### src/sv/assert_macros.svh
// ----------------------------------------------------------------------------
// Assertion macros
// Shared concurrent assertion helpers; empty when SYNTHESIS is defined.
// ----------------------------------------------------------------------------
`ifndef ASSERT_MACROS_SVH
`define ASSERT_MACROS_SVH

`ifndef SYNTHESIS

// Clocked assertion, disabled while reset is high.
`define ASSERT_CLK(lbl, clk, rst, prop, msg) \
  lbl: assert property (@(posedge clk) disable iff (rst) (prop)) else $error(msg);

// Clocked assertion that also holds during reset.
`define ASSERT_ALWAYS(lbl, clk, prop, msg) \
  lbl: assert property (@(posedge clk) (prop)) else $error(msg);

`else

`define ASSERT_CLK(lbl, clk, rst, prop, msg)
`define ASSERT_ALWAYS(lbl, clk, prop, msg)

`endif

`endif

### src/sv/pphb_pkg.sv
// ----------------------------------------------------------------------------
// pphb_pkg
// Types, constants and byte script for the half-block terminal encoder.
// ----------------------------------------------------------------------------
`timescale 1ns / 1ps

package pphb_pkg;

  localparam int unsigned LINE_WIDTH_W = 13;
  localparam int unsigned IDX_W        = 6;

  // Script positions: both-opaque starts at 0, single-opaque at 19.
  localparam logic [IDX_W-1:0] IDX_BOTH_START   = 6'd0;
  localparam logic [IDX_W-1:0] IDX_SINGLE_START = 6'd19;
  localparam logic [IDX_W-1:0] IDX_END          = 6'd44;

  localparam logic [7:0] OPAQUE_LIMIT = 8'd128;

  localparam logic [7:0] CHR_ESC    = 8'h1B;
  localparam logic [7:0] CHR_LBRACK = 8'h5B;
  localparam logic [7:0] CHR_SEMI   = 8'h3B;
  localparam logic [7:0] CHR_M      = 8'h6D;
  localparam logic [7:0] CHR_ZERO   = 8'h30;
  localparam logic [7:0] CHR_TWO    = 8'h32;
  localparam logic [7:0] CHR_THREE  = 8'h33;
  localparam logic [7:0] CHR_FOUR   = 8'h34;
  localparam logic [7:0] CHR_EIGHT  = 8'h38;
  localparam logic [7:0] CHR_SPACE  = 8'h20;
  localparam logic [7:0] CHR_LF     = 8'h0A;
  localparam logic [7:0] UTF_LEAD   = 8'hE2;
  localparam logic [7:0] UTF_MID    = 8'h96;
  localparam logic [7:0] UPPER_HALF = 8'h80;
  localparam logic [7:0] LOWER_HALF = 8'h84;

  typedef enum logic [1:0] {
    K_LIT  = 2'd0,
    K_DIG  = 2'd1,
    K_HALF = 2'd2
  } entry_kind_t;

  typedef enum logic [1:0] {
    COMP_R = 2'd0,
    COMP_G = 2'd1,
    COMP_B = 2'd2
  } comp_t;

  typedef enum logic [1:0] {
    DIG_H = 2'd0,
    DIG_T = 2'd1,
    DIG_O = 2'd2
  } dig_t;

  typedef struct packed {
    entry_kind_t kind;
    logic [7:0]  lit;
    comp_t       comp;
    dig_t        dig;
  } script_entry_t;

  typedef struct packed {
    logic [3:0] h;
    logic [3:0] t;
    logic [3:0] o;
  } dec3_t;

  typedef struct packed {
    logic load;
    logic emit_body;
    logic emit_lf;
    logic step;
  } cmd_t;

  typedef struct packed {
    logic out_free;
    logic at_end;
    logic wrap;
  } status_t;

  // Three decimal digits of an 8-bit value; tens by reciprocal multiply.
  function automatic dec3_t dec3(input logic [7:0] v);
    dec3_t       d;
    logic [7:0]  r;
    logic [14:0] prod;
    logic [7:0]  t10;
    begin
      if (v >= 8'd200) begin
        d.h = 4'd2;
        r   = v - 8'd200;
      end else if (v >= 8'd100) begin
        d.h = 4'd1;
        r   = v - 8'd100;
      end else begin
        d.h = 4'd0;
        r   = v;
      end
      prod = 15'(r[6:0]) * 15'd205;
      d.t  = prod[14:11];
      t10  = {4'd0, d.t} * 8'd10;
      d.o  = 4'(r - t10);
      return d;
    end
  endfunction

  // ESC [ x 8 ; 2 ; where x is '4' for background, '3' for foreground.
  function automatic logic [7:0] sgr_prefix(input logic [2:0] pos, input logic bg);
    logic [7:0] c;
    begin
      unique case (pos)
        3'd0:    c = CHR_ESC;
        3'd1:    c = CHR_LBRACK;
        3'd2:    c = bg ? CHR_FOUR : CHR_THREE;
        3'd3:    c = CHR_EIGHT;
        3'd4:    c = CHR_SEMI;
        3'd5:    c = CHR_TWO;
        3'd6:    c = CHR_SEMI;
        default: c = CHR_SEMI;
      endcase
      return c;
    end
  endfunction

  // Color run "ddd;ddd;ddd" at offset 0..10.
  function automatic script_entry_t color_entry(input logic [3:0] off);
    script_entry_t e;
    begin
      e.lit  = CHR_SEMI;
      e.comp = comp_t'(off[3:2]);
      e.dig  = dig_t'(off[1:0]);
      e.kind = (off[1:0] == 2'd3) ? K_LIT : K_DIG;
      return e;
    end
  endfunction

  // Byte script of the both-opaque cell; single-opaque cells run its tail.
  function automatic script_entry_t script_entry(input logic [IDX_W-1:0] idx);
    script_entry_t e;
    begin
      e.kind = K_LIT;
      e.lit  = CHR_M;
      e.comp = COMP_R;
      e.dig  = DIG_H;
      priority if (idx < 6'd7) begin
        e.lit = sgr_prefix(idx[2:0], 1'b1);
      end else if (idx < 6'd18) begin
        e = color_entry(4'(idx - 6'd7));
      end else if (idx == 6'd18) begin
        e.lit = CHR_M;
      end else if (idx < 6'd26) begin
        e.lit = sgr_prefix(3'(idx - 6'd19), 1'b0);
      end else if (idx < 6'd37) begin
        e = color_entry(4'(idx - 6'd26));
      end else begin
        unique case (idx)
          6'd37:   e.lit = CHR_M;
          6'd38:   e.lit = UTF_LEAD;
          6'd39:   e.lit = UTF_MID;
          6'd40:   begin
            e.kind = K_HALF;
            e.lit  = UPPER_HALF;
          end
          6'd41:   e.lit = CHR_ESC;
          6'd42:   e.lit = CHR_LBRACK;
          6'd43:   e.lit = CHR_ZERO;
          default: e.lit = CHR_M;
        endcase
      end
      return e;
    end
  endfunction

endpackage

### src/sv/pphb_ctrl.sv
// ----------------------------------------------------------------------------
// pphb_ctrl
// Sequencer: takes a column, walks its byte script, then a line feed on wrap.
// ----------------------------------------------------------------------------
`timescale 1ns / 1ps

module pphb_ctrl (
  input  logic             clk,
  input  logic             rst,
  input  logic             in_valid,
  output logic             in_ready,
  input  pphb_pkg::status_t sts,
  output pphb_pkg::cmd_t    cmd
);

  typedef enum logic [2:0] {
    S_IDLE = 3'b001,
    S_BODY = 3'b010,
    S_LF   = 3'b100
  } state_t;

  state_t state;
  state_t state_next;

  always_ff @(posedge clk) begin
    if (rst) begin
      state <= S_IDLE;
    end else begin
      state <= state_next;
    end
  end

  always_comb begin
    state_next    = state;
    cmd           = '0;
    in_ready      = 1'b0;
    unique case (state)
      S_IDLE: begin
        in_ready = 1'b1;
        if (in_valid) begin
          cmd.load   = 1'b1;
          state_next = S_BODY;
        end
      end
      S_BODY: begin
        if (sts.out_free) begin
          cmd.emit_body = 1'b1;
          if (sts.at_end) begin
            state_next = sts.wrap ? S_LF : S_IDLE;
          end else begin
            cmd.step = 1'b1;
          end
        end
      end
      S_LF: begin
        if (sts.out_free) begin
          cmd.emit_lf = 1'b1;
          state_next  = S_IDLE;
        end
      end
      default: begin
        state_next = S_IDLE;
      end
    endcase
  end

endmodule

### src/sv/pphb_dpath.sv
// ----------------------------------------------------------------------------
// pphb_dpath
// Opacity and digit registers, script pointer, column counter, output register.
// ----------------------------------------------------------------------------
`timescale 1ns / 1ps

module pphb_dpath #(
  parameter int unsigned MAX_LINE_WIDTH = 4096
) (
  input  logic                              clk,
  input  logic                              rst,
  input  logic                              cfg_we,
  input  logic [pphb_pkg::LINE_WIDTH_W-1:0] cfg_data,
  input  logic [7:0]                        top_red,
  input  logic [7:0]                        top_green,
  input  logic [7:0]                        top_blue,
  input  logic [7:0]                        top_alpha,
  input  logic [7:0]                        bottom_red,
  input  logic [7:0]                        bottom_green,
  input  logic [7:0]                        bottom_blue,
  input  logic [7:0]                        bottom_alpha,
  input  pphb_pkg::cmd_t                    cmd,
  output pphb_pkg::status_t                 sts,
  output logic                              out_valid,
  input  logic                              out_ready,
  output logic [7:0]                        out_byte,
  output logic                              last_byte
);

  localparam int unsigned CW   = (MAX_LINE_WIDTH > 1) ? $clog2(MAX_LINE_WIDTH) : 1;
  localparam int unsigned CMPW = (CW + 1 > pphb_pkg::LINE_WIDTH_W) ?
                                 CW + 1 : pphb_pkg::LINE_WIDTH_W;
  localparam logic [CMPW-1:0] MAX_W = CMPW'(MAX_LINE_WIDTH);

  logic [pphb_pkg::LINE_WIDTH_W-1:0] line_width;
  logic [CW-1:0]                     col;
  logic                              wrap;
  logic                              top_op;
  logic                              bot_op;
  logic [pphb_pkg::IDX_W-1:0]        idx;
  pphb_pkg::dec3_t                   tdig [3];
  pphb_pkg::dec3_t                   bdig [3];

  logic [CMPW-1:0]       lw_ext;
  logic [CMPW-1:0]       eff_w;
  logic [CMPW-1:0]       col_inc;
  logic                  wrap_now;
  logic                  top_in;
  logic                  bot_in;
  pphb_pkg::script_entry_t ent;
  pphb_pkg::dec3_t       sel_dig;
  logic                  use_top;
  logic [3:0]            digit;
  logic [7:0]            body_byte;

  // Effective width: zero reads as one, clamped to the maximum.
  always_comb begin
    lw_ext = CMPW'(line_width);
    priority if (lw_ext == '0) begin
      eff_w = CMPW'(1);
    end else if (lw_ext > MAX_W) begin
      eff_w = MAX_W;
    end else begin
      eff_w = lw_ext;
    end
    col_inc  = CMPW'(col) + CMPW'(1);
    wrap_now = (col_inc >= eff_w);
  end

  assign top_in = (top_alpha > pphb_pkg::OPAQUE_LIMIT);
  assign bot_in = (bottom_alpha > pphb_pkg::OPAQUE_LIMIT);

  always_ff @(posedge clk) begin
    if (rst) begin
      line_width <= pphb_pkg::LINE_WIDTH_W'(1);
      col        <= '0;
    end else begin
      if (cfg_we) begin
        line_width <= cfg_data;
      end
      if (cmd.load) begin
        col <= wrap_now ? '0 : col_inc[CW-1:0];
      end
    end
  end

  // Column capture: opacity, wrap decision, all decimal digits and script start.
  always_ff @(posedge clk) begin
    if (cmd.load) begin
      top_op  <= top_in;
      bot_op  <= bot_in;
      wrap    <= wrap_now;
      tdig[0] <= pphb_pkg::dec3(top_red);
      tdig[1] <= pphb_pkg::dec3(top_green);
      tdig[2] <= pphb_pkg::dec3(top_blue);
      bdig[0] <= pphb_pkg::dec3(bottom_red);
      bdig[1] <= pphb_pkg::dec3(bottom_green);
      bdig[2] <= pphb_pkg::dec3(bottom_blue);
      priority if (top_in && bot_in) begin
        idx <= pphb_pkg::IDX_BOTH_START;
      end else if (top_in || bot_in) begin
        idx <= pphb_pkg::IDX_SINGLE_START;
      end else begin
        idx <= pphb_pkg::IDX_END;
      end
    end else if (cmd.step) begin
      idx <= idx + pphb_pkg::IDX_W'(1);
    end
  end

  // Byte at the script pointer.
  always_comb begin
    ent     = pphb_pkg::script_entry(idx);
    use_top = (idx >= pphb_pkg::IDX_SINGLE_START) && top_op;
    unique case (ent.comp)
      pphb_pkg::COMP_R: sel_dig = use_top ? tdig[0] : bdig[0];
      pphb_pkg::COMP_G: sel_dig = use_top ? tdig[1] : bdig[1];
      default:          sel_dig = use_top ? tdig[2] : bdig[2];
    endcase
    unique case (ent.dig)
      pphb_pkg::DIG_H: digit = sel_dig.h;
      pphb_pkg::DIG_T: digit = sel_dig.t;
      default:         digit = sel_dig.o;
    endcase
    priority if (!top_op && !bot_op) begin
      body_byte = pphb_pkg::CHR_SPACE;
    end else begin
      unique case (ent.kind)
        pphb_pkg::K_DIG:  body_byte = pphb_pkg::CHR_ZERO | {4'd0, digit};
        pphb_pkg::K_HALF: body_byte = top_op ? pphb_pkg::UPPER_HALF
                                             : pphb_pkg::LOWER_HALF;
        default:          body_byte = ent.lit;
      endcase
    end
  end

  // Output register.
  always_ff @(posedge clk) begin
    if (rst) begin
      out_valid <= 1'b0;
    end else if (cmd.emit_body || cmd.emit_lf) begin
      out_valid <= 1'b1;
    end else if (out_ready) begin
      out_valid <= 1'b0;
    end
  end

  always_ff @(posedge clk) begin
    if (cmd.emit_lf) begin
      out_byte  <= pphb_pkg::CHR_LF;
      last_byte <= 1'b1;
    end else if (cmd.emit_body) begin
      out_byte  <= body_byte;
      last_byte <= (idx == pphb_pkg::IDX_END) && !wrap;
    end
  end

  assign sts.out_free = !out_valid || out_ready;
  assign sts.at_end   = (idx == pphb_pkg::IDX_END);
  assign sts.wrap     = wrap;

endmodule

### src/sv/pixel_pair_to_ansi_halfblock.sv
// ----------------------------------------------------------------------------
// pixel_pair_to_ansi_halfblock
// Encodes a column of two RGBA pixels as truecolor half-block terminal bytes.
// ----------------------------------------------------------------------------
//
// Channel   Direction  Handshake              Payload
// in        input      in_valid / in_ready    top_*, bottom_* (8 bits each)
// out       output     out_valid / out_ready  out_byte (8), last_byte (1)
// cfg       input      cfg_valid / cfg_ready  cfg_data = line_width (13)
//
// One output byte per cycle out of a single output register, within a column
// and while out_ready is high. A column is captured, then emits its bytes:
// 1 (space), 26 (one opaque pixel) or 45 (both opaque), plus a line feed on wrap.
// The script pointer in the datapath walks the bytes; the sequencer accepts
// the next column as soon as the last byte sits in the output register.
// A stall on out_ready freezes the walk. Synchronous reset clears the
// sequencer, output valid, column count and sets line_width to 1.
// cfg_ready is always high; writes are meant for idle periods.
`timescale 1ns / 1ps

`include "assert_macros.svh"

module pixel_pair_to_ansi_halfblock #(
  parameter int unsigned MAX_LINE_WIDTH = 4096
) (
  input  logic                              clk,
  input  logic                              rst,
  input  logic                              in_valid,
  output logic                              in_ready,
  input  logic [7:0]                        top_red,
  input  logic [7:0]                        top_green,
  input  logic [7:0]                        top_blue,
  input  logic [7:0]                        top_alpha,
  input  logic [7:0]                        bottom_red,
  input  logic [7:0]                        bottom_green,
  input  logic [7:0]                        bottom_blue,
  input  logic [7:0]                        bottom_alpha,
  output logic                              out_valid,
  input  logic                              out_ready,
  output logic [7:0]                        out_byte,
  output logic                              last_byte,
  input  logic                              cfg_valid,
  output logic                              cfg_ready,
  input  logic [pphb_pkg::LINE_WIDTH_W-1:0] cfg_data
);

  pphb_pkg::cmd_t    cmd;
  pphb_pkg::status_t sts;

  // Register write completes on any cfg transaction.
  assign cfg_ready = 1'b1;

  pphb_ctrl u_ctrl (
    .clk      (clk),
    .rst      (rst),
    .in_valid (in_valid),
    .in_ready (in_ready),
    .sts      (sts),
    .cmd      (cmd)
  );

  pphb_dpath #(
    .MAX_LINE_WIDTH (MAX_LINE_WIDTH)
  ) u_dpath (
    .clk          (clk),
    .rst          (rst),
    .cfg_we       (cfg_valid && cfg_ready),
    .cfg_data     (cfg_data),
    .top_red      (top_red),
    .top_green    (top_green),
    .top_blue     (top_blue),
    .top_alpha    (top_alpha),
    .bottom_red   (bottom_red),
    .bottom_green (bottom_green),
    .bottom_blue  (bottom_blue),
    .bottom_alpha (bottom_alpha),
    .cmd          (cmd),
    .sts          (sts),
    .out_valid    (out_valid),
    .out_ready    (out_ready),
    .out_byte     (out_byte),
    .last_byte    (last_byte)
  );

  // An accepted column always keeps the sequencer busy for the next cycle.
  `ASSERT_CLK(a_busy_after_accept, clk, rst, (in_valid && in_ready) |=> !in_ready,
              "input accepted while previous column still in progress")

  // While idle, a byte still held in the output register closes its column.
  `ASSERT_CLK(a_idle_holds_last, clk, rst, (in_ready && out_valid) |-> last_byte,
              "idle with a non-final byte pending")

  // A line feed never appears inside a column's byte run.
  `ASSERT_CLK(a_lf_is_last, clk, rst,
              (out_valid && out_byte == pphb_pkg::CHR_LF) |-> last_byte,
              "line feed not marked as final byte")

endmodule
### config.mk
export PLATFORM = sky130hd
export DESIGN_NAME = pixel_pair_to_ansi_halfblock
export DESIGN_NICKNAME = d
export VERILOG_FILES = /design/src/sv/pphb_pkg.sv /design/src/sv/pphb_ctrl.sv /design/src/sv/pphb_dpath.sv /design/src/sv/pixel_pair_to_ansi_halfblock.sv
export VERILOG_INCLUDE_DIRS = /design/src /design/src/sv
export SDC_FILE = /design/constraint.sdc
export NUM_CORES = 1
export LEC_CHECK = 0
export ABC_AREA = 1
export ABC_CLOCK_PERIOD_IN_PS = 8150
export BUFFER_PORTS_ARGS = -buffer_cell sky130_fd_sc_hd__buf_2
export CAP_MARGIN = 20
export CELL_PAD_IN_SITES_DETAIL_PLACEMENT = 0
export CELL_PAD_IN_SITES_GLOBAL_PLACEMENT = 2
export CORE_MARGIN = 3
export CORE_UTILIZATION = 35
export CTS_CLUSTER_DIAMETER = 150
export DETAILED_ROUTE_END_ITERATION = 6
export GPL_TIMING_DRIVEN = 0
export HOLD_SLACK_MARGIN = 0.15
export PLACE_DENSITY_LB_ADDON = 0.05
export SYNTH_ARGS = -nofsm -noshare
export SYNTH_HDL_FRONTEND = slang
export SYNTH_HIERARCHICAL = 1
export SYNTH_SLANG_ARGS = --single-unit
### constraint.sdc
create_clock -name clk -period 8.15 [get_ports clk]
set_clock_uncertainty 0.05 [all_clocks]
set_input_delay 1.63 -clock clk [delete_from_list [all_inputs] [get_ports clk]]
set_output_delay 1.63 -clock clk [all_outputs]
set_load 0.05 [all_outputs]
Yosys cells after proc, flatten, opt, wreduce, memory -nomap -nowiden
Memories as Yosys holds them, arrays and structs flattened.
Index checks and enable logic that the tools add are counted.
{ "totals": {"n_memories": 2, "input_bits": 82, "ff_bits": 47, "ram_bits": 72, "output_inout_bits": 12, "word_cells": 204} }
{ "memory_table": {"columns": ["name", "depth", "width", "rd", "rd_clocked_by_memory_dff", "wr", "line_no", "text"], "rows": [
  ["u_dpath.bdig", 3, 12, 3, 0, 3, "pphb_dpath.sv:42", "pphb_pkg::dec3_t bdig [3];"],
  ["u_dpath.tdig", 3, 12, 3, 0, 3, "pphb_dpath.sv:41", "pphb_pkg::dec3_t tdig [3];"]
]} }
{ "classes": {"multipliers": 12, "order_cmp": 21, "n_mux": 88, "n_addsub": 23, "n_eq_ne": 29, "n_reduce_logical": 19} }
{ "op_table": {"columns": ["op", "n"], "rows": [
  ["2-to-1 mux 7 bit", 18],
  ["multiplier 7 x 8 -> 15 bit (second input constant)", 6],
  ["subtractor 7 bit (second input constant)", 12],
  ["case mux 7 bit (5 select lines)", 2],
  ["2-to-1 mux 4 bit", 16],
  ["greater-or-equal comparator 8 x 7 -> 1 bit (second input constant)", 6],
  ["greater-or-equal comparator 8 bit (second input constant)", 6],
  ["2-to-1 mux 12 bit", 4],
  ["case mux 8 bit (6 select lines)", 1],
  ["== test 6 bit (second input constant)", 7],
  ["2-to-1 mux 8 bit", 4],
  ["2-to-1 mux 13 bit", 2],
  ["multiplier 4 x 3 -> 3 bit (second input constant)", 6],
  ["2-to-1 mux 6 bit", 4],
  ["case mux 12 bit (2 select lines)", 1],
  ["subtractor 4 bit", 6],
  ["2-to-1 mux 1 bit", 21],
  ["2-to-1 mux 3 bit", 6],
  ["greater-than comparator 8 bit (second input constant)", 2],
  ["case mux 8 bit (2 select lines)", 1],
  ["== test 3 x 2 -> 1 bit (second input constant)", 5],
  ["2-to-1 mux 14 bit", 1],
  ["adder 12 x 1 -> 13 bit (second input constant)", 1],
  ["greater-or-equal comparator 13 bit", 1],
  ["other kinds (27)", 53]
]} }

Logic depth before layout (Yosys ltp)
{ "depth": {"ltp_word": 13, "depth_mapped": 39, "mapped_depth_nobuf": 39} }

Modules after synthesis
Netlist, hierarchy kept.
{ "by_module_without_submodules": {"columns": ["module", "instances", "seq_area_each_um2", "area_each_um2", "cells_each"], "rows": [
  ["pphb_dpath", 1, 2772.7, 12899.9, 1675],
  ["pphb_ctrl", 1, 60.1, 241.5, 43],
  ["pixel_pair_to_ansi_halfblock", 1, 0.0, 11.3, 2]
]} }

Worst setup path after synthesis
OpenSTA, ideal clock, no wires.
{ "synth_path": {"path_type": "in2reg", "startpoint": "input bottom_red[3]", "endpoint": "memory u_dpath/bdig[0][3] in the netlist's numbering, data pin", "slack_ns": 1.622, "path_stages": 31, "setup_time_ns": 0.252, "arrival_time_ns": 6.225, "n_path_buf": 0, "path_cell_list": "inv_1 ha_1 inv_1 nor2_1 nand2_1 nand2_1 nand2_1 nand2_1 or2_2 a21boi_0 ha_1 fa_1 fa_1 ha_1 ha_1 nand2_1 inv_1 nand2_1 nand2_1 a21oi_1 nand2_1 nand2_1 nand2_1 inv_1 ha_1 inv_1 fa_1 xor2_1 inv_1 nand2_1 nand2_1"} }
{ "synth_rtl": {"columns": ["element", "line_no", "text"], "rows": [
  ["from (decl)", "pixel_pair_to_ansi_halfblock.sv:34", "input logic [7:0] bottom_red,"],
  ["to (decl)", "pphb_dpath.sv:42", null]
]} }

==> flow_metrics.py <==
metrics = {
    "global_route": {
        "grt_usage": 0.166,
        "grt_pass1_wl_um": 54200,
        "grt_max_degree": 37,
        "grt_pass1_vias": 10791,
        "overflow": 0,
        "antenna_found_initial": 0,
    },
    "die": {
        "rows": 70,
        "dieArea_um2": 39900,
        "die_w_um": 200,
        "core_area_um2": 36800,
        "start_util": 0.358,
        "die_h_um": 200,
        "num_io_pins": 94,
    },
    "sta": {
        "slew_headroom": 0.357,
        "max_freq_mhz": 145,
        "drv_slew": 0,
        "tightest_slew_ns": 0.953,
        "finalCriticalPeriod_ns": 6.89,
        "tns_ns": 0,
        "setup_violations": 0,
        "rsz0062_at_grt": "no",
        "min_period_over_period": 0.846,
        "setup_slack_ns": 1.26,
        "hold_viol": 0,
    },
    "yosys": {
        "ys_seq_area_frac": 0.215,
        "synth-async-reset-ratio": 0,
        "synth_warnings": 6,
        "synthFlopType": "edfxtp_1",
        "syn-num-nets": 2114,
        "synth_edf_count": 69,
        "netlist_area_um2": 13200,
        "ys_types": 56,
        "ys_ff_latch": 107,
        "synth.avg_cell_area_um2": 7.65,
        "synth_cells": 1720,
    },
    "pwr": {
        "leakage_nw": 7.77,
        "power.total_w": 0.00501,
        "powerDensity_nw_per_um2": 345,
        "vdd_ir_drop_max_uv": 162,
    },
    "clock_network": {
        "cts.sink_count": 107,
        "clkTransAtPathRegs_ns": 0.07,
        "cts_root_buf": "clkbuf_16",
        "clkLatencyLatePin_ns": 0.36,
        "htreeDepth": 3,
        "cts_setup_buffers": 0,
        "cts_buffers": 9,
        "cts_tree": "built",
        "cts_resized": 0,
        "ctsLongestPathBuffers": 2,
        "ctsHoldBuffers": 0,
    },
    "worst_setup_path": {
        "crit_path_end_kind": "flop",
        "crit_fanout": 5,
        "worstPathRequired_ns": 8.21,
        "crit_type": "primary input to flop",
        "crit_path_top_delay_cell": "fa_1",
        "max_stage_delay_ns": 0.43,
        "start_kind": "primary input",
        "crit_path_frequent_cell": "nand2_1",
        "arrival_ns": 6.95,
    },
    "layout": {
        "final_cells": 2297,
        "fin_nets": 2218,
        "diodes": 0,
        "layout_commonest_cell": "nand2_1",
        "area_growth_pct": 10.5,
        "drive_above_1_share": 0.0897,
        "layout_common_cells": "385 x nand2_1, 308 x inv_1, 258 x ha_1",
    },
    "routing": {
        "drc_errors": 0,
        "via_per_inst": 4.77,
        "wirelength_um": 32200,
        "firstDrtPassIters": 6,
        "via_count": 10961,
        "drt_iter0_drc": 422,
        "wl_per_cell_um": 14.0,
        "drtAntennaViolNets": 0,
    },
    "placement": {
        "hpwlAfterDp_um": 27700,
        "placed_cells": 2281,
        "gp_routability_congestion": 0.845,
        "pre_cts_ws_ns": 0.833,
        "portBuffers": 92,
    },
    "flow_run": {
        "drv_cap": 0,
    },
    "hold_path": {
        "hold_path_class": "flop to flop",
    },
    "status": {
        "status": "finished, final reports clean",
    },
}
## final cells by class
cell class	instances	area [µm²]
inverter	319	1200
clock inverter	7	82.6
fill	3890	22300
multi-input combinational	1276	9020
timing repair buffer	93	480
tap	468	586
sequential	107	2830
buffer	18	108
clock buffer	9	225
## report_power, final
part	switching, W	internal, W
logic	0.00226	0.00126
registers	0.000122	0.000910
clock network	0.000216	0.000245
total	0.00260	0.00241
## sequential cells by signal, indices dropped and copies added (netlist names)
name / count
u_ctrl/state: 3
u_dpath/bdig: 30
u_dpath/bot_op: 1
u_dpath/col: 12
u_dpath/idx: 6
u_dpath/last_byte: 1
u_dpath/line_width: 13
u_dpath/out_byte: 8
u_dpath/out_valid: 1
u_dpath/tdig: 30
u_dpath/top_op: 1
u_dpath/wrap: 1
## critical path: cells and delay by family
kind                       cells  cell delay, ns
buffers and inverters          7            0.58
and+or+nand+nor               13            1.24
xor gates and xnor gates       2            0.44
AOI/OAI and AO/OA              2            0.51
adders and majority gates      8            2.53
## cells by family after synthesis
| logic type | Yosys count | synth area share |
|---|---|---|
| compound gates | 211 | 0.0931 |
| xor+xnor | 52 | 0.0346 |
| fa+ha+maj | 312 | 0.328 |
| buf+inv | 337 | 0.0992 |
| flops | 107 | 0.215 |
| other cells | 1 | 0.000285 |
| simple gates | 700 | 0.230 |
## final timing paths
kind	from	end	slack [ns]	cells past startpoint
setup reg to reg	u_dpath/col[0]	u_dpath/col[1]	4.81	15
hold / removal	u_dpath/out_byte[7]	u_dpath/out_byte[7]	0.41	2
hold reg to reg	u_dpath/out_byte[7]	u_dpath/out_byte[7]	0.41	2
setup / recovery	top_red[3]	u_dpath/tdig[0][3]	1.26	32
## routing by layer
layer  part of all wire  track usage  vias to the layer above  routed length (µm)
met4             0.0095       0.0256                        0                 305
met5                  0            0                        -                   0
met2               0.46        0.275                      101               14800
met1               0.52        0.242                     5007               16600
met3              0.016       0.0146                       23                 523
li1                   -            -                     5830                   -
## through the flow
stage               hold WS [ns]   util  instance area, µm²
floorplan                  0.392      -               13200
global placement           0.390  0.386               14200
detailed placement         0.400  0.387               14200
CTS                        0.413  0.395               14500
global route               0.432  0.395               14500
finish                     0.406  0.395               14500
## cells in the mapped netlist (3+ instances only)
| cell type | number | area [µm²] |
|---|---|---|
| edfxtp_1 | 69 | 2070 |
| nor4_1 | 7 | 43.8 |
| and3_1 | 3 | 18.8 |
| a211oi_1 | 6 | 45.0 |
| inv_2 | 10 | 37.5 |
| nand3b_1 | 8 | 60.1 |
| a21boi_0 | 6 | 45.0 |
| nor3_1 | 17 | 85.1 |
| nand3_1 | 95 | 475 |
| o22ai_1 | 10 | 62.6 |
| nand2_2 | 7 | 43.8 |
| o21ai_1 | 9 | 45.0 |
| xnor2_1 | 10 | 87.6 |
| nand2_1 | 385 | 1450 |
| a21oi_1 | 84 | 420 |
| ha_1 | 258 | 3230 |
| a31oi_1 | 6 | 37.5 |
| o2111ai_1 | 3 | 26.3 |
| o21ai_0 | 53 | 265 |
| nand2_4 | 4 | 45.0 |
| buf_4 | 6 | 45.0 |
| and2_1 | 6 | 37.5 |
| o21a_1 | 7 | 52.6 |
| xor2_1 | 42 | 368 |
| o211ai_1 | 9 | 67.6 |
| clkbuf_1 | 8 | 30.0 |
| dfxtp_1 | 38 | 761 |
| nor2_1 | 128 | 480 |
| or2_2 | 13 | 81.3 |
| fa_1 | 54 | 1080 |
| inv_1 | 308 | 1160 |
| nand4_1 | 20 | 125 |
Power figures use the tool's default switching activity.
